<file path="config.mk">
export PLATFORM = sky130hd
export DESIGN_NAME = tkst_ram
export DESIGN_NICKNAME = d
export VERILOG_FILES = /design/src/rtl/core/tkst_ram.sv
export SDC_FILE = /design/constraint.sdc
export NUM_CORES = 1
export LEC_CHECK = 0
export BUFFER_PORTS_ARGS = -buffer_cell sky130_fd_sc_hd__clkbuf_2
export CAP_MARGIN = 20
export CORE_ASPECT_RATIO = 1.2
export CORE_MARGIN = 5
export CORE_UTILIZATION = 25
export DETAILED_ROUTE_END_ITERATION = 10
export PLACE_DENSITY = 0.47
export SYNTH_ARGS = -nofsm -noshare
export SYNTH_HDL_FRONTEND = slang
export SYNTH_SLANG_ARGS = --single-unit
</file>
<file path="constraint.sdc">
create_clock -name i_clk -period 5.3 [get_ports i_clk]
set_input_delay 1.325 -clock i_clk [delete_from_list [all_inputs] [get_ports i_clk]]
set_output_delay 1.325 -clock i_clk [all_outputs]
set_load 0.05 [all_outputs]
</file>
<file path="src/rtl/core/tkst_ram.sv">
`default_nettype none
module tkst_ram #(
    parameter int WIDTH = 8,
    parameter int DEPTH = 16
) (
    input  wire logic                     i_clk,
    input  wire logic                     i_we,
    input  wire logic [$clog2(DEPTH)-1:0] i_waddr,
    input  wire logic [WIDTH-1:0]         i_wdata,
    input  wire logic [$clog2(DEPTH)-1:0] i_raddr,
    output logic      [WIDTH-1:0]         o_rdata
);

    logic [WIDTH-1:0] r_mem [DEPTH];

    always_ff @(posedge i_clk) begin
        if (i_we) begin
            r_mem[i_waddr] <= i_wdata;
        end
        o_rdata <= r_mem[i_raddr];
    end

endmodule
`default_nettype wire

</file>
# Yosys cells after proc, flatten, opt, wreduce, memory -nomap -nowiden
# Memory sizes are Yosys's and may differ from the RTL's. A register that Yosys moved wholly into a read port is not among the register bits.
# Index checks and enable logic that the tools add are counted.
[op_classes]
add_sub_neg = 0
multipliers = 0
div_mod_pow = 0
magnitude_cmp = 0
eq_ne = 0
shift = 0
n_mux = 2
bitwise = 0
reduce_logical = 0
[op_table]
columns = ["op", "count"]
rows = [
  ["1-bit 2-to-1 mux", 2],
]
[totals]
ff_bits = 0
latch_bits = 0
ramBits = 128
rom_bits = 0
inputBits = 18
wordCells = 3
n_memories = 1
[mem_list]
columns = ["memory", "words", "word_bits", "rd", "rd_ports_with_merged_regs", "wr", "line_no", "rtl"]
rows = [
  ["r_mem", 16, 8, 1, 1, 1, "14", "logic [WIDTH-1:0] r_mem [DEPTH];"],
]

# Longest topological paths before layout
[depth]
ltp_word = 2
depth_mapped = 5
depth_no_buf = 3

# Worst setup path before layout
# Ideal clock, no wire load.
[synth_timing]
kind = "input -> register"
from = "input port i_waddr[2]"
to = "memory r_mem[0][0], enable pin"
setup_ps = 383
t_arrival_ps = 2435
t_required_ps = 4917
path_slack_ps = 2482
path_stages = 2
path_cell_list = "or3b_2 -> nor3_1"
[synth_lines]
columns = ["element", "line_no", "rtl"]
rows = [
  ["start, declared", "8", "input wire logic [$clog2(DEPTH)-1:0] i_waddr,"],
  ["end, declared", "14", ""],
]
# Straight into the memory's write port.

==> key figures <==
Worst setup path
  – Slowest cell on the critical path: clkbuf_2
  – Crit path capture type: flip-flop
  – Setup crit end: o_rdata[3]
  – R2R cell count: 3
  – Setup slack, reg-to-reg: between 3000 and 4000 ps
  – Critical path peak fanout: 24
  – Worst EP required: 5590 ps
  – Reg2reg start: r_mem[5][1]
  – Reg2reg end: o_rdata[1]
  – Crit-path cells: clkbuf_2 > buf_4 > mux4_1 > a22oi_1 > nand2_1
  – Arr. time, crit path: ~3300 ps
  – Kind of critical path: input pin to flip-flop
  – Critical path startpoint: i_raddr[0]
  – Largest stage delay on the critical path: around 700 ps
  – Crit path launch type: input pin

Clock tree
  – CTS tree: yes
  – # clock sinks: approximately 140
  – Resize count post-CTS: 0
  – Post-CTS Hold Fix Bufs: 0
  – Clk buf depth: 2
  – Root Buffer: clkbuf_16
  – Latest clock arrival within the worst-skew pair: between 400 and 500 ps
  – Clk slew on worst S/H paths: around 50 ps
  – Setup bufs post-CTS: 0
  – Total CTS buffers: 17
  – CTS H-tree lvls: 4

Timing
  – Worst-margin pin slew: ~1100 ps
  – WHS: approximately 680 ps
  – RSZ-0062 raised after global routing: false
  – Setup violators final: 0
  – Final min period: between 2000 and 3000 ps
  – Final max-slew violation count: 0
  – Slew headroom: 0.297
  – Fmax: around 0.34 GHz
  – Setup TNS: 0 ps
  – Max Clock Skew: 8.07 ps
  – Hold Fails Final Rpt: 0
  – Final Cycle Share: 0.559

Routing
  – ANT nets after route: 0
  – Drt initial violations: ~170
  – Vias/cell: 4.35
  – DRT Wirelength: 10900 um
  – # DRC: 0
  – WL/cell: ~20 um
  – Vias: between 2000 and 2500
  – Drt first pass iters: 5

Final layout
  – Synthesis-to-finish area growth: 18.6%
  – Non-Filler Instances: between 500 and 600
  – Register area: ~0.004 sq mm
  – Multi-input logic area: 0.00106 sq mm
  – Final #Nets: 286
  – Antenna diodes: 0
  – Layout cells sized above 1: 0.263
  – # fillers: between 2000 and 2500
  – Post-layout util: 0.302

Yosys
  – Synth async-reset ratio: 0
  – Synth top area share: 0.747
  – Main synth FF type: edfxtp_1
  – Largest area contributor in the netlist: edfxtp_1
  – Synth cell count leaders: edfxtp_1, mux4_2, a22oi_1
  – Synth Register Bits: around 140
  – Yosys cell types: 19
  – Mapped Nets: roughly 250
  – Synthesized cell area: approximately 0.005 sq mm
  – EDFF count, synth: around 130
  – Synthesized instance count: ~230
  – Most frequent cell after synthesis: edfxtp_1
  – Ys Warns: 0
  – Synth Area per Inst: ~22 sq um
  – Seq/Total Area, Yosys: 0.778
  – Top cells by area, synth: edfxtp_1, mux4_2, mux4_1

Die
  – Die ar.: ~0.024 sq mm
  – Initial Util: 0.254
  – Die width: 141 um
  – Area of the core: 0.0203 sq mm
  – Row count: 57
  – Num ports: 26
  – Die height: about 170 um

Pwr
  – Leak pwr: roughly 2 nW
  – Cell Pwr Density: between 300 and 400 mW/mm^2
  – Tot Pwr: roughly 2.4 mW
  – Worst vdd ir: about 0.21 mV

GRT
  – Largest net degree at the start of global routing: 33
  – Grt ovf: 0
  – Initial antenna violation count: 0
  – First-pass GRT wire length: around 16000 um
  – Vias in the first global route: roughly 2500
  – Tot GR Track Use: 0.0964

Run status
  – Outcome: complete, no violations

Place
  – Cells after DPL: roughly 510
  – GPL Wtd Cong: ~0.70
  – Hpwl dp: just over 7000 um
  – PortBufs: 25

Min path
  – Hold Crit Class: flip-flop to flip-flop

Job
  – Max-cap violation count: 0
[state kept, by name (all words and copies together), names as in the netlist]
| name | count |
|---|---|
| o_rdata | 8 |
| r_mem | 128 |
[where the power goes]
| part | switching (mW) | internal [mW] |
|---|---|---|
| clock network | 0.392 | 0.693 |
| logic | 0.0885 | 0.0437 |
| registers | 0.00769 | 1.20 |
| total | 0.488 | 1.94 |
[critical path: cells and delay by family]
kind,cells,cell delay [ps]
and+or+nand+nor,1,70
AOI/OAI and AO/OA,1,210
buffers and inverters,2,1050
muxes,1,560
[worst min path at each step]
stage	start	to	slack, ps	cells after the start
final	r_mem[3][2]	o_rdata[2]	680	3
after global placement	r_mem[15][1]	o_rdata[1]	650	3
after detailed placement	r_mem[15][3]	o_rdata[3]	680	3
after floorplan	r_mem[7][0]	o_rdata[0]	630	3
after CTS	r_mem[3][2]	o_rdata[2]	690	3
after global routing	r_mem[8][4]	o_rdata[4]	720	3
[placed cells by master, fill, tap and decap left out, types with 3 or more instances in the layout]
master | netlist | layout
mux4_1 | 14 | 14
clkbuf_8 | 0 | 4
clkbuf_1 | 0 | 7
clkbuf_16 | 0 | 17
dfxtp_1 | 8 | 8
buf_4 | 1 | 5
clkbuf_2 | 0 | 25
nand2_1 | 9 | 9
edfxtp_1 | 128 | 128
nor2_1 | 13 | 13
nor3_1 | 4 | 4
clkinv_2 | 0 | 3
a22oi_1 | 16 | 16
mux4_2 | 18 | 18
[routing by layer]
metal	vias up	wire, um	global-route usage
met2	79	5120	0.145
met4	0	106	0.0329
met1	1234	5040	0.132
li1	1052	-	-
met5	-	0	0
met3	8	604	0.0305
[final cells by class]
class / count / share of cell area
clock buffer: 28 / 0.0830
clock inverter: 4 / 0.00738
multi-input combinational: 83 / 0.173
sequential: 136 / 0.656
tap: 265 / 0.0543
timing repair buffer: 30 / 0.0266
[cells by family (layout without fill, tap and decap cells)]
logic type	after synthesis	after routing	synth area share
DFF	136	136	0.778
AOI/OAI and AO/OA	16	16	0.0233
muxes	32	32	0.150
buffers and inverters	10	62	0.0168
and+or+nand+nor	35	35	0.0318
[stage by stage]
| step | area (sq um) | setup WS, ps |
|---|---|---|
| 6_report | 6110 | 2340 |
| 5_1_grt | 6110 | 2120 |
| 4_1_cts | 6110 | 2270 |
| 3_5_place_dp | 5560 | 1840 |
| 3_3_place_gp | 5560 | 1850 |
| 2_1_floorplan | 5150 | 2480 |
Power figures use the tool's default switching activity.
