--- src/rtl/core/tkst_pkg.sv ---
`default_nettype none
package tkst_pkg;

    localparam int SIZE_W   = 48;
    localparam int TAG_W    = 16;
    localparam int CAT_W    = 3;
    localparam int LIMIT_W  = 6;
    localparam int SEL_W    = 3;
    localparam int DATA_W   = 72;

    localparam int DEF_POOL_CAPACITY  = 32;
    localparam int DEF_CATEGORY_COUNT = 5;

    localparam logic [SIZE_W-1:0] THRESH_RESET = 48'd104857600;
    localparam int                LIMIT_RESET  = 32;

    localparam logic [SIZE_W-1:0] FLOOR_IMAGE = 48'd262144;
    localparam logic [SIZE_W-1:0] FLOOR_AUDIO = 48'd1048576;
    localparam logic [SIZE_W-1:0] FLOOR_OTHER = 48'd5242880;

    localparam logic [CAT_W-1:0] CAT_IMAGE = 3'd2;
    localparam logic [CAT_W-1:0] CAT_AUDIO = 3'd3;

    localparam logic REG_THRESHOLD = 1'b0;
    localparam logic REG_LIMIT     = 1'b1;

    typedef enum logic [1:0] {
        FUNC_INSERT = 2'd0,
        FUNC_READ   = 2'd1,
        FUNC_CLEAR  = 2'd2,
        FUNC_NOP    = 2'd3
    } t_func;

    typedef struct packed {
        logic              sys;
        logic [CAT_W-1:0]  cat;
        logic [TAG_W-1:0]  tag;
        logic [SIZE_W-1:0] size;
    } t_entry;

    typedef struct packed {
        t_func            func;
        logic [SEL_W-1:0] sel;
        t_entry           item;
    } t_req;

    typedef struct packed {
        logic   valid;
        t_entry item;
        logic   went_gen;
        logic   went_cat;
        logic   last;
    } t_result;

    typedef enum logic [3:0] {
        ST_IDLE,
        ST_POOL,
        ST_DECIDE,
        ST_RD_ROOT,
        ST_RD_LAST,
        ST_DN_CHK,
        ST_DN_RDR,
        ST_DN_CMP,
        ST_DN_ODD,
        ST_UP_CHK,
        ST_UP_CMP,
        ST_RO_SCAN,
        ST_RO_LAST,
        ST_RO_EMIT,
        ST_EMIT1
    } t_state;

endpackage
`default_nettype wire

--- src/rtl/core/tkst_ctrl.sv ---
`default_nettype none
module tkst_ctrl
    import tkst_pkg::*;
#(
    parameter int POOL_CAPACITY  = DEF_POOL_CAPACITY,
    parameter int CATEGORY_COUNT = DEF_CATEGORY_COUNT,
    localparam int NPOOLS = CATEGORY_COUNT + 1,
    localparam int CW     = $clog2(POOL_CAPACITY + 1),
    localparam int AW     = $clog2(NPOOLS * POOL_CAPACITY)
) (
    input  wire logic              i_clk,
    input  wire logic              i_rst_n,
    input  wire logic              i_req_valid,
    output logic                   o_req_ready,
    input  wire t_req              i_req,
    input  wire logic [SIZE_W-1:0] i_threshold,
    input  wire logic [CW-1:0]     i_limit,
    output logic                   o_push,
    output t_result                o_result,
    input  wire logic              i_slot_free,
    output logic                   o_ram_we,
    output logic [AW-1:0]          o_ram_waddr,
    output t_entry                 o_ram_wdata,
    output logic [AW-1:0]          o_ram_raddr,
    input  wire t_entry            i_ram_rdata
);

    localparam int IW = $clog2(POOL_CAPACITY);
    localparam int PW = $clog2(NPOOLS);

    t_state            r_state, n_state;
    logic [CW-1:0]     r_count [NPOOLS];
    t_entry            r_new, n_new;
    t_func             r_func, n_func;
    logic              r_typed, n_typed;
    logic [PW-1:0]     r_cat_pool, n_cat_pool;
    logic [PW-1:0]     r_pool, n_pool;
    logic              r_on_cat, n_on_cat;
    logic [AW-1:0]     r_base, n_base;
    logic [CW-1:0]     r_n, n_n;
    logic [IW-1:0]     r_hole, n_hole;
    logic [IW-1:0]     r_sc, n_sc;
    logic [CW-1:0]     r_len, n_len;
    t_entry            r_v, n_v;
    t_entry            r_left, n_left;
    logic              r_pop, n_pop;
    logic              r_went_g, n_went_g;
    logic              r_went_c, n_went_c;
    logic [IW-1:0]     r_si, n_si;
    logic              r_pv, n_pv;
    logic [IW-1:0]     r_pidx, n_pidx;
    logic              r_bfound, n_bfound;
    t_entry            r_best, n_best;
    logic [IW-1:0]     r_bidx, n_bidx;
    logic              r_have_prev, n_have_prev;
    logic [SIZE_W-1:0] r_prev_size, n_prev_size;
    logic [IW-1:0]     r_prev_idx, n_prev_idx;
    logic [CW-1:0]     r_emitted, n_emitted;

    logic              w_clear, w_inc;
    logic              w_valid_cat, w_gen, w_typed, w_sel_ok;
    logic [SIZE_W-1:0] w_floor;
    logic [PW-1:0]     w_cat_pool, w_sel_pool;
    logic [IW-1:0]     w_parent;
    logic [CW-1:0]     w_sc, w_dn_lim, w_odd_pos;
    logic [CW:0]       w_two_sc;
    logic [IW-1:0]     w_left, w_right, w_last_idx;
    logic              w_elig, w_better;

    assign w_valid_cat = (i_req.item.cat != '0) && (32'(i_req.item.cat) <= CATEGORY_COUNT);
    assign w_floor     = (i_req.item.cat == CAT_IMAGE) ? FLOOR_IMAGE :
                         (i_req.item.cat == CAT_AUDIO) ? FLOOR_AUDIO : FLOOR_OTHER;
    assign w_gen       = i_req.item.size >= i_threshold;
    assign w_typed     = w_valid_cat && (i_req.item.size >= w_floor);
    assign w_sel_ok    = 32'(i_req.sel) <= CATEGORY_COUNT;
    assign w_cat_pool  = PW'(i_req.item.cat);
    assign w_sel_pool  = PW'(i_req.sel);

    assign w_parent   = (r_hole - 1'b1) >> 1;
    assign w_sc       = CW'(r_sc);
    assign w_dn_lim   = (r_len - 1'b1) >> 1;
    assign w_odd_pos  = (r_len - 2'd2) >> 1;
    assign w_two_sc   = {w_sc, 1'b0};
    assign w_left     = IW'(w_two_sc + 1'b1);
    assign w_right    = IW'(w_two_sc + 2'd2);
    assign w_last_idx = IW'(r_n - 1'b1);

    // read-out walks the pool once per word, picking the largest entry that
    // comes after the previous one in (size desc, index asc) order
    assign w_elig   = !r_have_prev || (i_ram_rdata.size < r_prev_size) ||
                      ((i_ram_rdata.size == r_prev_size) && (r_pidx > r_prev_idx));
    assign w_better = !r_bfound || (i_ram_rdata.size > r_best.size);

    always_ff @(posedge i_clk) begin
        if (!i_rst_n) begin
            r_state <= ST_IDLE;
            for (int i = 0; i < NPOOLS; i++) begin
                r_count[i] <= '0;
            end
        end else begin
            r_state <= n_state;
            if (w_clear) begin
                for (int i = 0; i < NPOOLS; i++) begin
                    r_count[i] <= '0;
                end
            end else if (w_inc) begin
                r_count[r_pool] <= r_count[r_pool] + 1'b1;
            end
        end
    end

    always_ff @(posedge i_clk) begin
        r_new       <= n_new;
        r_func      <= n_func;
        r_typed     <= n_typed;
        r_cat_pool  <= n_cat_pool;
        r_pool      <= n_pool;
        r_on_cat    <= n_on_cat;
        r_base      <= n_base;
        r_n         <= n_n;
        r_hole      <= n_hole;
        r_sc        <= n_sc;
        r_len       <= n_len;
        r_v         <= n_v;
        r_left      <= n_left;
        r_pop       <= n_pop;
        r_went_g    <= n_went_g;
        r_went_c    <= n_went_c;
        r_si        <= n_si;
        r_pv        <= n_pv;
        r_pidx      <= n_pidx;
        r_bfound    <= n_bfound;
        r_best      <= n_best;
        r_bidx      <= n_bidx;
        r_have_prev <= n_have_prev;
        r_prev_size <= n_prev_size;
        r_prev_idx  <= n_prev_idx;
        r_emitted   <= n_emitted;
    end

    always_comb begin
        n_state     = r_state;
        n_new       = r_new;
        n_func      = r_func;
        n_typed     = r_typed;
        n_cat_pool  = r_cat_pool;
        n_pool      = r_pool;
        n_on_cat    = r_on_cat;
        n_base      = r_base;
        n_n         = r_n;
        n_hole      = r_hole;
        n_sc        = r_sc;
        n_len       = r_len;
        n_v         = r_v;
        n_left      = r_left;
        n_pop       = r_pop;
        n_went_g    = r_went_g;
        n_went_c    = r_went_c;
        n_si        = r_si;
        n_pv        = r_pv;
        n_pidx      = r_pidx;
        n_bfound    = r_bfound;
        n_best      = r_best;
        n_bidx      = r_bidx;
        n_have_prev = r_have_prev;
        n_prev_size = r_prev_size;
        n_prev_idx  = r_prev_idx;
        n_emitted   = r_emitted;
        w_clear     = 1'b0;
        w_inc       = 1'b0;
        o_req_ready = 1'b0;
        o_push      = 1'b0;
        o_result    = '0;
        o_ram_we    = 1'b0;
        o_ram_waddr = r_base;
        o_ram_wdata = r_v;
        o_ram_raddr = r_base;

        if (r_pv && w_elig && w_better) begin
            n_bfound = 1'b1;
            n_best   = i_ram_rdata;
            n_bidx   = r_pidx;
        end

        unique case (r_state)
            ST_IDLE: begin
                o_req_ready = 1'b1;
                if (i_req_valid) begin
                    n_func        = i_req.func;
                    n_new.size    = i_req.item.size;
                    n_new.tag     = i_req.item.tag;
                    n_new.cat     = w_valid_cat ? i_req.item.cat : '0;
                    n_new.sys     = w_typed ? i_req.item.sys : 1'b0;
                    n_typed       = w_typed;
                    n_cat_pool    = w_cat_pool;
                    n_went_g      = 1'b0;
                    n_went_c      = 1'b0;
                    n_si          = '0;
                    n_pv          = 1'b0;
                    n_bfound      = 1'b0;
                    n_have_prev   = 1'b0;
                    n_emitted     = '0;
                    n_state       = ST_EMIT1;
                    unique case (i_req.func)
                        FUNC_INSERT: begin
                            if (w_gen) begin
                                n_pool   = '0;
                                n_on_cat = 1'b0;
                                n_state  = ST_POOL;
                            end else if (w_typed) begin
                                n_pool   = w_cat_pool;
                                n_on_cat = 1'b1;
                                n_state  = ST_POOL;
                            end
                        end
                        FUNC_READ: begin
                            if (w_sel_ok && (r_count[w_sel_pool] != '0)) begin
                                n_pool  = w_sel_pool;
                                n_state = ST_POOL;
                            end
                        end
                        FUNC_CLEAR: w_clear = 1'b1;
                        default: ;
                    endcase
                end
            end
            ST_POOL: begin
                n_base  = AW'(r_pool) * AW'(POOL_CAPACITY);
                n_n     = r_count[r_pool];
                n_state = (r_func == FUNC_READ) ? ST_RO_SCAN : ST_DECIDE;
            end
            ST_DECIDE: begin
                if (r_n < i_limit) begin
                    w_inc    = 1'b1;
                    n_hole   = IW'(r_n);
                    n_v      = r_new;
                    n_pop    = 1'b0;
                    n_went_g = r_went_g | !r_on_cat;
                    n_went_c = r_went_c | r_on_cat;
                    n_state  = ST_UP_CHK;
                end else begin
                    o_ram_raddr = r_base;
                    n_state     = ST_RD_ROOT;
                end
            end
            ST_RD_ROOT: begin
                o_ram_raddr = r_base + AW'(w_last_idx);
                if (i_ram_rdata.size >= r_new.size) begin
                    if (!r_on_cat && r_typed) begin
                        n_on_cat = 1'b1;
                        n_pool   = r_cat_pool;
                        n_state  = ST_POOL;
                    end else begin
                        n_state = ST_EMIT1;
                    end
                end else begin
                    n_went_g = r_went_g | !r_on_cat;
                    n_went_c = r_went_c | r_on_cat;
                    if (r_n >= CW'(2)) begin
                        n_state = ST_RD_LAST;
                    end else begin
                        n_hole  = '0;
                        n_v     = r_new;
                        n_pop   = 1'b0;
                        n_state = ST_UP_CHK;
                    end
                end
            end
            ST_RD_LAST: begin
                // pop: last entry is sifted down from the root of the shortened heap
                n_v     = i_ram_rdata;
                n_pop   = 1'b1;
                n_hole  = '0;
                n_sc    = '0;
                n_len   = r_n - 1'b1;
                n_state = ST_DN_CHK;
            end
            ST_DN_CHK: begin
                if (w_sc < w_dn_lim) begin
                    o_ram_raddr = r_base + AW'(w_left);
                    n_sc        = w_right;
                    n_state     = ST_DN_RDR;
                end else if (!r_len[0] && (w_sc == w_odd_pos)) begin
                    o_ram_raddr = r_base + AW'(w_left);
                    n_sc        = w_left;
                    n_state     = ST_DN_ODD;
                end else begin
                    n_state = ST_UP_CHK;
                end
            end
            ST_DN_RDR: begin
                o_ram_raddr = r_base + AW'(r_sc);
                n_left      = i_ram_rdata;
                n_state     = ST_DN_CMP;
            end
            ST_DN_CMP: begin
                o_ram_we    = 1'b1;
                o_ram_waddr = r_base + AW'(r_hole);
                // right child wins unless it is strictly larger
                if (i_ram_rdata.size > r_left.size) begin
                    o_ram_wdata = r_left;
                    n_hole      = r_sc - 1'b1;
                    n_sc        = r_sc - 1'b1;
                end else begin
                    o_ram_wdata = i_ram_rdata;
                    n_hole      = r_sc;
                end
                n_state = ST_DN_CHK;
            end
            ST_DN_ODD: begin
                o_ram_we    = 1'b1;
                o_ram_waddr = r_base + AW'(r_hole);
                o_ram_wdata = i_ram_rdata;
                n_hole      = r_sc;
                n_state     = ST_UP_CHK;
            end
            ST_UP_CHK, ST_UP_CMP: begin
                if ((r_state == ST_UP_CHK) && (r_hole != '0)) begin
                    o_ram_raddr = r_base + AW'(w_parent);
                    n_state     = ST_UP_CMP;
                end else begin
                    o_ram_we    = 1'b1;
                    o_ram_waddr = r_base + AW'(r_hole);
                    if ((r_state == ST_UP_CMP) && (i_ram_rdata.size > r_v.size)) begin
                        o_ram_wdata = i_ram_rdata;
                        n_hole      = w_parent;
                        n_state     = ST_UP_CHK;
                    end else if (r_pop) begin
                        // new entry goes in at the slot left by the pop
                        o_ram_wdata = r_v;
                        n_pop       = 1'b0;
                        n_hole      = w_last_idx;
                        n_v         = r_new;
                        n_state     = ST_UP_CHK;
                    end else begin
                        o_ram_wdata = r_v;
                        if (!r_on_cat && r_typed) begin
                            n_on_cat = 1'b1;
                            n_pool   = r_cat_pool;
                            n_state  = ST_POOL;
                        end else begin
                            n_state = ST_EMIT1;
                        end
                    end
                end
            end
            ST_RO_SCAN: begin
                o_ram_raddr = r_base + AW'(r_si);
                n_pv        = 1'b1;
                n_pidx      = r_si;
                if (r_si == w_last_idx) begin
                    n_state = ST_RO_LAST;
                end else begin
                    n_si = r_si + 1'b1;
                end
            end
            ST_RO_LAST: begin
                n_pv    = 1'b0;
                n_state = ST_RO_EMIT;
            end
            ST_RO_EMIT: begin
                o_result.valid = 1'b1;
                o_result.item  = r_best;
                o_result.last  = (r_emitted == (r_n - 1'b1));
                if (i_slot_free) begin
                    o_push      = 1'b1;
                    n_have_prev = 1'b1;
                    n_prev_size = r_best.size;
                    n_prev_idx  = r_bidx;
                    n_emitted   = r_emitted + 1'b1;
                    n_si        = '0;
                    n_bfound    = 1'b0;
                    n_state     = o_result.last ? ST_IDLE : ST_RO_SCAN;
                end
            end
            ST_EMIT1: begin
                o_result.went_gen = r_went_g;
                o_result.went_cat = r_went_c;
                o_result.last     = 1'b1;
                if (i_slot_free) begin
                    o_push  = 1'b1;
                    n_state = ST_IDLE;
                end
            end
            default: n_state = ST_IDLE;
        endcase
    end

`ifndef SYNTH
    a_push_free: assert property (@(posedge i_clk) disable iff (!i_rst_n)
        o_push |-> i_slot_free)
        else $error("result pushed into a full output slot");

    a_inc_room: assert property (@(posedge i_clk) disable iff (!i_rst_n)
        w_inc |-> (r_count[r_pool] < CW'(POOL_CAPACITY)))
        else $error("pool count grows past capacity");

    a_waddr_range: assert property (@(posedge i_clk) disable iff (!i_rst_n)
        o_ram_we |-> (32'(o_ram_waddr) < NPOOLS * POOL_CAPACITY))
        else $error("heap write outside pool storage");

    a_clear: assert property (@(posedge i_clk) disable iff (!i_rst_n)
        w_clear |=> (r_count[0] == '0))
        else $error("clear left general pool non-empty");
`endif

endmodule
`default_nettype wire

--- config.mk ---
export PLATFORM = sky130hd
export DESIGN_NAME = tkst_ctrl
export DESIGN_NICKNAME = d
export VERILOG_FILES = /design/src/rtl/core/tkst_pkg.sv /design/src/rtl/core/tkst_ctrl.sv
export SDC_FILE = /design/constraint.sdc
export NUM_CORES = 1
export LEC_CHECK = 0
export BUFFER_PORTS_ARGS = -buffer_cell sky130_fd_sc_hd__buf_2
export CAP_MARGIN = 40
export CORE_UTILIZATION = 30
export CTS_CLUSTER_SIZE = 25
export DETAILED_ROUTE_END_ITERATION = 6
export PLACE_DENSITY = 0.51
export SLEW_MARGIN = 20
export SYNTH_ARGS = -nofsm -noshare
export SYNTH_HDL_FRONTEND = slang
export SYNTH_SLANG_ARGS = --single-unit
--- constraint.sdc ---
create_clock -name i_clk -period 9.8 [get_ports i_clk]
set_input_delay 0.98 -clock i_clk [delete_from_list [all_inputs] [get_ports i_clk]]
set_output_delay 0.98 -clock i_clk [all_outputs]
set_load 0.01 [all_outputs]
# Yosys cells after proc, flatten, opt, wreduce, memory -nomap -nowiden
# Memories as Yosys holds them, arrays and structs flattened. A register that Yosys moved wholly into a read port is not among the register bits.
# Cells that the tools add are included.
# totals
reg_bits	391
ramBits	36
inputBits	199
output_inout_bits	159
word_cells	297
memories	1
# op_classes
addsub	16
order_cmp	13
n_eq_ne	43
n_mux	129
n_bitwise	8
reduce_logical	48
# memory_table
name	depth	width	rd	rd_clocked_by_memory_dff	write_ports	line_no	text
r_count	6	6	2	1	6	tkst_ctrl.sv:32	logic [CW-1:0] r_count [NPOOLS];
# ops
cell	n
68-bit 2-to-1 mux	9
68-bit one-hot mux with 4 select lines	1
68-bit one-hot mux with 3 select lines	1
48-bit > comparator	3
48-bit >= comparator	2
69-bit 2-to-1 mux	1
4-bit 2-to-1 mux	17
5-bit 2-to-1 mux	12
6-bit 2-to-1 mux	9
4-bit one-hot mux with 13 select lines	1
48-bit equality test	1
48-bit by 23-bit >= comparator with 1-bit output	1
48-bit less-than comparator	1
23-bit 2-to-1 mux	2
1-bit 2-to-1 mux	42
8-bit by 5-bit adder with 8-bit output	5
8-bit one-hot mux with 5 select lines	1
3-bit 2-to-1 mux	11
8-bit 2-to-1 mux	4
5-bit one-hot mux with 3 select lines	2
5-bit one-hot mux with 6 select lines	1
4-bit equality test (second input constant)	7
2-bit inequality test (second input constant)	13
3-bit nonzero test	6
other kinds (52)	104

# Longest topological paths before layout
# Gate-level depths: netlist (run 1).
# depth
depth_word	11
mapped_depth	15
ltp_nobuf	15

# Worst setup path after synthesis (run 1)
# Ideal clock, no wire load.
# synth_timing
path_type	input to register
startpoint	in i_ram_rdata[1] (netlist bit)
endpoint	reg r_v[0] (netlist bit) (enable)
setup_time_ns	0.686
t_arrival_ns	9.725
required_ns	9.114
path_slack_ns	-0.610
path_stages	9
n_path_buf	1
path_cell_list	ha_1 > nor2b_4 > o211ai_2 > a2111oi_0 > or3_1 > a2111oi_2 > nor2_2 > buf_2 > nor4b_1
# synth_via
elab_chain_cells	4
word_cells_on_any_way	6
classes_between	order compare: 2; eq/ne: 2; reduce/logical: 2
# synth_rtl
element	line_no	text
start: declaration	tkst_ctrl.sv:25	input wire t_entry i_ram_rdata
48-bit > comparator	tkst_ctrl.sv:324	if ((r_state == ST_UP_CMP) && (i_ram_rdata.size > r_v.size)) begin
1-bit logical AND	tkst_ctrl.sv:324	
2-bit inequality test (no source line)	n/a	
7-bit AND reduction (no source line) (*)	n/a	
end signal: assignment	tkst_ctrl.sv:124	r_v <= n_v;
end: declaration	tkst_ctrl.sv:44	t_entry r_v, n_v;
# Every way passes the cells marked *; elsewhere a longest branch is shown, timed or not.
# A chain may end at the register's enable or synchronous reset.

==> results of run 1 <==
worst reg2reg max path: stages, from the launching register on:
cell and delay, ns:
edfxtp_1 0.47, inv_1 0.14, ha_1 0.25, a21o_1 0.16, a21o_1 0.18, a221oi_1 0.27, o21ai_0 0.12, nor2_1 0.22
o211a_1 0.44, nand3_1 0.13, a21oi_1 0.32, nor4b_4 0.28, buf_4 0.48, buf_4 0.66
layer usage:
metal	global-route usage (%)	routed length (µm)	up-vias
li1	-	-	9728
met1	27.6	41300	9914
met5	0	13	-
met3	2.58	5110	166
met2	32.1	41400	746
met4	6.69	3070	2
power groups by stage:
stage | clock, µW | sequential [µW] | combinational (µW)
global placement | 0 | 3150 | 3090
finish | 1940 | 3100 | 3110
global route | 2060 | 3140 | 3430
CTS | 2000 | 3100 | 3130
detailed placement | 0 | 3140 | 3110
floorplan | 0 | 2980 | 1980
cells by family (layout without fill, tap and decap cells):
| family | Yosys count | after routing | synth area share, % |
|---|---|---|---|
| xor gates and xnor gates | 44 | 44 | 1.46 |
| muxes | 54 | 54 | 2.75 |
| buffers and inverters | 420 | 823 | 6.16 |
| adders and majority gates | 316 | 316 | 14.9 |
| AOI/OAI and AO/OA | 469 | 469 | 12.0 |
| other | 0 | 2 | 0 |
| and+or+nand+nor | 678 | 678 | 12.8 |
| DFF | 442 | 442 | 49.9 |
metrics by stage:
step	power, µW	instance area, µm²	setup slack [ns]	std cells
2_1_floorplan	4960	26500	1.22	2423
6_report	8160	31400	4.06	3983
3_5_place_dp	6250	29700	3.57	3886
4_1_cts	8230	31400	3.56	3978
3_3_place_gp	6240	29600	3.59	3879
5_1_grt	8630	31400	3.75	3981
state kept, by name, summed over array words and instances, names as in the netlist, 6 cells and up, named ones only:
name / count
r_len: 6
r_emitted: 6
r_v: 68
r_new: 68
r_n: 6
r_best: 68
r_count: 48
r_prev_size: 48
r_left: 68
cell type report:
class / count / area (µm²)
Antenna cell: 2 / 5.00
Clock buffer: 61 / 1380
Clock inverter: 31 / 285
Fill cell: 8785 / 55600
Inverter: 338 / 1270
Multi-Input combinational cell: 1561 / 11700
Sequential cell: 442 / 13200
Tap cell: 1155 / 1450
Timing Repair Buffer: 393 / 2100
final timing paths:
check,start,endpoint,slack (ns)
max reg2reg,r_new[45]$_DFFE_PP_,r_v[9]$_DFFE_PP_,5.25
max,i_ram_rdata[30],o_ram_wdata[57],4.06
min,r_bidx[1]$_DFFE_PP_,r_prev_idx[1]$_DFFE_PP_,0.42
min reg2reg,r_bidx[1]$_DFFE_PP_,r_prev_idx[1]$_DFFE_PP_,0.42
layout by cell type, fill, tap and decap left out, types with 27 or more instances in the layout:
cell type / netlist / final
nor4_1: 77 / 77
inv_1: 337 / 337
nor3_1: 28 / 27
clkbuf_16: 0 / 54
a21o_1: 46 / 46
o21ai_0: 114 / 114
ha_1: 316 / 316
edfxtp_1: 434 / 434
nand2_1: 164 / 162
buf_4: 6 / 27
nor2_1: 180 / 173
buf_2: 13 / 360
and3_1: 51 / 51
nand3_1: 46 / 46
a21oi_1: 118 / 118
nand4_1: 62 / 62
a221o_1: 71 / 71
==> flow_summary.toml, run 1 <==
[setup_path]
cp_max_fo = 43
path_cells = "buf_2 > ha_1 > nand4_1 > nor4_2 > nor3b_2 > nor3b_2 > a2111oi_2 > nor2_2 > buf_6 > nor2_2 > o21ai_4 > buf_4 > a221o_1 > buf_2"
cp-start-kind = "primary input"
critPathCaptureType = "output pin"
critPathSlowestCell = "buf_4"
crit_family = "simple AND/OR/NAND/NOR gates"
crit_cells = 14
reg2reg_depth = 13
cpPeakStageDelay_ns = 0.59
cp.arrival_ns = 4.76
crit_type = "in -> out"
cp_num_buf_inv = 4
worstPathRequired_ns = 8.82

[cells_and_area]
final_util_pct = 36.1
final_nets = 3305
layout-drive-gt1-share_pct = 19.0
area_delta_synth_final_pct = 18.7

[global_route]
antenna_found_initial = 3
grt.total_usage_pct = 20.0
grt_max_degree = 80
grt_overflow = 0
grt_pass1_vias = 20100
grt_pass1_wl_um = 133000

[clock_network]
clock-sinks = 442
cts_setup_buffers = 0
clk_pin_slew_worst_paths_ns = 0.05
postCtsHoldBufs = 0
cts_tree = "done"
cts_resized = 0
clk_latency_ns = 0.62
cts_buffer_depth = 3
htree_levels = 2
numCtsBuffers = 54
root_buffer = "clkbuf_16"

[sta]
rsz0062_at_grt = "no"
fmax_mhz = 174
worstMarginPinSlew_ns = 0.890
slew_violations = 0
period_needed_ns = 5.74
clock_skew_ns = 0.0222
setup_violations = 0
hold_viol_final = 0
fin_tns_setup_ns = 0
maxSlewHeadroom_pct = 40.1
hold_ws_ns = 0.418
finalCritPeriodShare_pct = 58.6

[synth]
seq_area_frac_synth_pct = 49.9
syn-num-nets = 2938
ys.flop_type = "edfxtp_1"
synth-seq-cells = 442
syn-cell-area_mm2 = 0.0265
synth_commonest_cells = "edfxtp_1 (434), inv_1 (337), ha_1 (316)"
synth_area_leaders = "edfxtp_1 (49%), ha_1 (15%), inv_1 (4.8%)"
synth_area_per_cell_um2 = 10.9
synthCells = 2423
synth-edff-count = 434
synth_warnings = 0
ys_async_sr_fraction_pct = 0
synth_top_area_cell = "edfxtp_1"
synth.most_common_cell = "edfxtp_1"
synth.distinct_cells = 80
synth_top_area_share_pct = 49.3

[drt]
drt_iter0_markers = 1492
wl_per_cell_um = 22.8
firstDrtPassIters = 7
vias = 20600
antenna_left = 0
wl_um = 90900
drc = 0
viasPerCell = 5.16

[die]
num_rows = 108
die_y_um = 299
die_width_um = 299
coreArea_mm2 = 0.0870
die_area_mm2 = 0.0894
io_pins = 358
initial_core_util_pct = 30.4

[power]
combPwrFrac_pct = 38.2
p_per_area_mw_per_mm2 = 260
p_switching_uw = 3170
power.internal_uw = 4990
clkPwrFrac_pct = 23.8
seqPwrFrac_pct = 38.0
p_leak_uw = 0.0138
switching_share_pct = 38.8
vdd_drop_max_mv = 0.150

[placement]
place_hpwl_um = 68500
gp_congestion = 0.891
portBuffers = 357

[run_status]
status = "complete, no violations"

[hold_path]
hold_class = "reg -> reg"
min_path_cells = 0

[flow_run]
maxCapViolations = 0
Power figures use the tool's default switching activity.
==> run 2, diff against run 1 <==
- clock period: 9.8 -> 4.82 ns (I/O delays scaled with it)
==> run 2 against run 1 <==
Final area is 1.2% higher. Hold slack worse by 0.38 ns. Routed wire length rose by 1.8%. Critical path depth shrank 1. Core utilization up 0.42 points. Clock power increased by 110%. Die area did not move.
==> flow_summary.toml, run 2 (synthesized netlist as in run 1, its figures left out) <==
[clock_network]
numCtsBuffers = 53
clock-sinks = 442
cts_buffer_depth = 3
clk_latency_ns = 0.63
clk_pin_slew_worst_paths_ns = 0.06
root_buffer = "clkbuf_16"
htree_levels = 2
cts_tree = "done"
cts_setup_buffers = 0

[drt]
drc = 0
viasPerCell = 5.19
wl_per_cell_um = 23.0
vias = 20900
drt_iter0_markers = 1427
antenna_left = 0
firstDrtPassIters = 6
wl_um = 92600

[global_route]
met3_usage_pct = 3.63
grt.busiest_layer = "met2"
grt_max_degree = 87
grtUsageMet1_pct = 26.5
grt_pass1_wl_um = 137000
grt_pass1_vias = 21400
gr-usage-met2_pct = 34.3
antenna_found_initial = 16
grt_overflow = 0
grt.total_usage_pct = 20.3

[setup_path]
path_cells = "inv_1 > ha_1 > nand4_1 > nor4_1 > nand3_1 > o211ai_1 > nor2_2 > nor2_2 > o21ai_4 > buf_4 > buf_4 > a221o_1 > buf_2"
cp_max_fo = 15
worstReg2RegEnd = "r_best[42]$_DFFE_PP_"
crit_type = "reg -> out"
critPathCaptureType = "output pin"
crit_cells = 13
r2r_start = "r_prev_size[33]$_DFFE_PP_"
crit_family = "simple AND/OR/NAND/NOR gates"
reg2reg_depth = 13
r2r_setup_slack_ns = 0.96
cp.arrival_ns = 4.12
worstPathRequired_ns = 4.34
cp-start-kind = "register"
cp_num_buf_inv = 4
cp-startpoint = "r_v[14]$_DFFE_PP_"
crit_end = "o_ram_wdata[31]"
critPathSlowestCell = "nor4_1"
cpPeakStageDelay_ns = 0.85

[flow_run]
maxCapViolations = 0

[die]
initial_core_util_pct = 30.4
die_y_um = 299
io_pins = 358
coreArea_mm2 = 0.0870
num_rows = 108
die_width_um = 299
die_area_mm2 = 0.0894

[placement]
gp_congestion = 0.901
dp_slack_ns = 0.0700
place_hpwl_um = 70900
portBuffers = 357
dp_cells = 3910

[sta]
slew_violations = 0
maxSlewHeadroom_pct = 40.2
hold_viol_final = 0
rsz0062_at_grt = "no"
worstMarginPinSlew_ns = 0.888
fmax_mhz = 217
setup_violations = 0
worst_slack_ns = 0.214
clock_skew_ns = 0.0442
fin_tns_setup_ns = 0
period_needed_ns = 4.61
finalCritPeriodShare_pct = 95.6

[power]
p_leak_uw = 0.0139
vdd_drop_max_mv = 0.298
p_per_area_mw_per_mm2 = 534

[cells_and_area]
layout.cells.most_common_list = "edfxtp_1 (434), buf_2 (361), inv_1 (337)"
area_delta_synth_final_pct = 20.1
layout_commonest_cell = "edfxtp_1"
final_nets = 3330
n_fill_cell = 8681
layout-drive-gt1-share_pct = 20.2
fin_cells = 4020

[run_status]
status = "complete, no violations"

[hold_path]
hold_class = "in -> reg"
[run 2: cell count changes in the layout (fill, tap and decap cells not counted), moves of 3 or more]
cell / change
clkinv_4: +7
clkinv_1: -5
buf_4: +21
buf_12: +4
inv_6: +3
diode_2: +4
[run 2: repair_timing]
action                                 CTS  global route
endpoints found under the hold margin    0             0
hold buffers                             0             0
setup endpoints to repair               68             9
gates resized for setup                  2             2
[run 2: per-stage QoR]
stage	hold slack (ns)	instance area, µm²	util, %	power, µW
3_3_place_gp	0.403	29900	34.3	12800
5_1_grt	0.00908	31800	36.5	17900
2_1_floorplan	0.400	26500	-	10000
3_5_place_dp	0.406	29900	34.4	12900
4_1_cts	0.000738	31700	36.4	17100
6_report	0.0411	31800	36.5	17000
[run 2: worst register-to-register path, delay by kind of cell (launching register included)]
kind / cells / cell delay [ns]
adder cells (fa/ha/maj): 1 / 0.29
flip-flops: 1 / 0.32
buffers and inverters: 3 / 0.55
AND/OR/NAND/NOR: 7 / 2.05
AO/OA/AOI/OAI: 2 / 0.29
[run 2: final cells by class]
cell class | count | area, µm² | share of cell area, %
Sequential cell | 442 | 13200 | 41.5
Clock buffer | 59 | 1350 | 4.25
Multi-Input combinational cell | 1561 | 11800 | 37.0
Timing Repair Buffer | 419 | 2320 | 7.31
Tap cell | 1155 | 1450 | 4.55
Clock inverter | 40 | 415 | 1.31
Antenna cell | 6 | 15.0 | 0.0473
Inverter | 338 | 1270 | 3.99
[run 2: routing by layer]
| metal | vias to the layer above | routed length, µm |
|---|---|---|
| li1 | 9784 | - |
| met1 | 10300 | 40400 |
| met2 | 658 | 44200 |
| met3 | 153 | 5320 |
| met4 | 16 | 2630 |
| met5 | - | 81 |
[run 2: power by group]
part,total [µW],switching (µW),internal [µW]
Clock,4090,1730,2360
Sequential,6240,638,5600
Combinational,6640,4210,2440
Total,17000,6570,10400
[run 2: worst min path at each step]
stage                              startpoint  depth (start not counted)                      end  slack [ns]
after floorplan           r_bidx[0]$_DFFE_PP_                          0  r_prev_idx[0]$_DFFE_PP_        0.40
after global placement    r_bidx[3]$_DFFE_PP_                          0  r_prev_idx[3]$_DFFE_PP_        0.40
after global routing                i_req[52]                          1      r_new[52]$_DFFE_PP_       0.009
final                               i_req[62]                          1      r_new[62]$_DFFE_PP_        0.04
after detailed placement  r_bidx[3]$_DFFE_PP_                          0  r_prev_idx[3]$_DFFE_PP_        0.41
after CTS                           i_req[60]                          1      r_new[60]$_DFFE_PP_      0.0007
==> run 3, diff against run 2 <==
- ABC_AREA: default -> 1
- CELL_PAD_IN_SITES_DETAIL_PLACEMENT: default -> 0
- CELL_PAD_IN_SITES_GLOBAL_PLACEMENT: default -> 1
- PLACE_DENSITY: 0.51 -> 0.62
==> run 3 against run 2 <==
Die area increased by 8.0%. Fmax grew 4.1%. Critical endpoint is now o_ram_wdata[53]. Critical path type unchanged. Largest power group unchanged. Total power grew 0.28%. Flip-flop and latch count unchanged.
==> flow_summary.toml, run 3 <==
[die]
die_area_mm2 = 0.0965
initial_core_util_pct = 30.4
io_pins = 358
die_width_um = 311
coreArea_mm2 = 0.0939
die_y_um = 311
num_rows = 112

[global_route]
grt_pass1_wl_um = 146000
grt_max_degree = 91
grt_overflow = 0
grt_pass1_vias = 23400
antenna_found_initial = 3
grt.total_usage_pct = 19.9

[sta]
setup_violations = 0
fmax_mhz = 226
maxSlewHeadroom_pct = 41.8
rsz0062_at_grt = "no"
clock_skew_ns = 0.0302
fin_tns_setup_ns = 0
finalCritPeriodShare_pct = 91.8
worstMarginPinSlew_ns = 0.871
worst_slack_ns = 0.394
slew_violations = 0
period_needed_ns = 4.43
hold_viol_final = 0

[setup_path]
crit_type = "reg -> out"
cp-startpoint = "r_left[47]$_DFFE_PP_"
cp.arrival_ns = 3.94
cp_max_fo = 35
r2r_start = "r_v[15]$_DFFE_PP_"
critPathCaptureType = "output pin"
worstPathRequired_ns = 4.34
cp-start-kind = "register"

[synth]
synth_area_per_cell_um2 = 8.64
synth_top_area_share_pct = 45.6
synth.distinct_cells = 51
seq_area_frac_synth_pct = 46.2
synth_warnings = 0
synthCells = 3308
syn-cell-area_mm2 = 0.0286
synth.most_common_cell = "nand2_1"
syn-num-nets = 3823
synth_top_family_by_area = "simple AND/OR/NAND/NOR gates"
ys_async_sr_fraction_pct = 0
synth-edff-count = 434
ys.flop_type = "edfxtp_1"
synth_area_leaders = "edfxtp_1 (46%), ha_1 (14%), nand2_1 (8.8%)"
synthAdderAreaFrac_pct = 13.8
synth.area.mux_share_pct = 0
synth-simple-area-share_pct = 20.7
synth-xor-area-share_pct = 0.613
synth-compound-area-share_pct = 9.79
synth-seq-cells = 442
synth_top_area_cell = "edfxtp_1"
synth_commonest_cells = "nand2_1 (669), inv_1 (538), edfxtp_1 (434)"

[drt]
firstDrtPassIters = 5
viasPerCell = 4.80
drt_iter0_markers = 1535
wl_per_cell_um = 19.6
wl_um = 97400
drc = 0
vias = 23800
antenna_left = 0

[power]
p_leak_uw = 0.0156
vdd_drop_max_mv = 0.334
p_per_area_mw_per_mm2 = 502

[cells_and_area]
layout-drive-gt1-share_pct = 14.3
final_nets = 4178
final_util_pct = 36.1
seqCellArea_mm2 = 0.0132
layout_commonest_cell = "nand2_1"
multiInputGateArea_mm2 = 0.0129
area_delta_synth_final_pct = 18.7
n_fill_cell = 9766
layout.cells.most_common_list = "nand2_1 (667), inv_1 (534), edfxtp_1 (434)"

[flow_run]
maxCapViolations = 0

[clock_network]
numCtsBuffers = 56
clk_latency_ns = 0.62
htree_levels = 2
cts_buffer_depth = 3
root_buffer = "clkbuf_16"
cts_setup_buffers = 0
cts_tree = "done"
clock-sinks = 442
clk_pin_slew_worst_paths_ns = 0.06

[hold_path]
hold_start = "i_req[61]"
hold_class = "in -> reg"

[run_status]
status = "complete, no violations"

[placement]
place_hpwl_um = 72500
dp_slack_ns = 0.572
gp_congestion = 0.848
portBuffers = 357
run 3: cell types whose count changed in the layout (fill, tap and decap cells not counted), moves of 59 or more:
cell,change
nand4_1,+59
nand2_1,+505
nor4_1,-67
a21oi_1,+90
nor2_1,+112
nand3_1,+149
o21ai_0,+76
inv_1,+197
a221o_1,-71
run 3: worst paths after layout:
| kind | endpoint | slack [ns] | cells past startpoint |
|---|---|---|---|
| setup / recovery | o_ram_wdata[53] | 0.39 | 14 |
| hold / removal | r_new[61]$_DFFE_PP_ | 0.05 | 1 |
| setup reg to reg | r_v[59]$_DFFE_PP_ | 1.09 | 13 |
| hold reg to reg | r_prev_idx[4]$_DFFE_PP_ | 0.42 | 0 |
run 3: layout make-up:
type | count | share of cell area (%)
sequential | 442 | 38.9
multi-input combinational | 2206 | 38.2
timing repair buffer | 399 | 6.63
inverter | 558 | 6.20
tap | 1254 | 4.63
clock buffer | 73 | 4.56
clock inverter | 26 | 0.904
antenna | 1 | 0.00738
run 3: cells by family after synthesis:
group / after synthesis
and+or+nand+nor: 1363
buffers and inverters: 660
AOI/OAI and AO/OA: 507
DFF: 442
adders and majority gates: 316
xor gates and xnor gates: 20
run 3: worst max-delay path, cell delays in order, from the launching register on:
cell and delay (ns):
edfxtp_1 0.32, inv_1 0.05, ha_1 0.30, nand4_1 0.15, nor3_1 0.27, nand4_1 0.28, nor3_1 0.41, nand2_1 0.10
nand3b_1 0.20, buf_6 0.37, buf_4 0.36, nand3b_1 0.11, nand3_1 0.09, nand4_1 0.13, buf_2 0.18
run 3: what timing repair did:
item | 4_1_cts | 5_1_grt
resized for setup | 0 | 1
setup endpoints to repair | 0 | 1
hold buffers | 0 | 0
run 3: where the power goes:
part | internal (µW) | switching [µW] | leakage (µW)
Combinational | 2040 | 4570 | 0.0106
Clock | 2610 | 1710 | 0.000901
Sequential | 5560 | 534 | 0.00412
Total | 10200 | 6810 | 0.0156
run 3: layer usage:
layer | GRT usage [%] | routed length (µm) | part of all wire (%)
met1 | 27.7 | 46000 | 47
met5 | 0 | 20 | 0.021
met2 | 32.1 | 44400 | 46
met4 | 4.75 | 2020 | 2.1
met3 | 3.11 | 4890 | 5.0
run 3: per-stage QoR:
step                      total power (µW)  hold slack [ns]  std cells  cell area (µm²)
after global placement               12800            0.404       4850            31900
after floorplan                       9960            0.400       3308            28600
final                                17000           0.0523       4959            33900
after CTS                            17200          0.00817       4957            33900
after global routing                 18200           0.0235       4959            33900
after detailed placement             12800            0.405       4858            32000
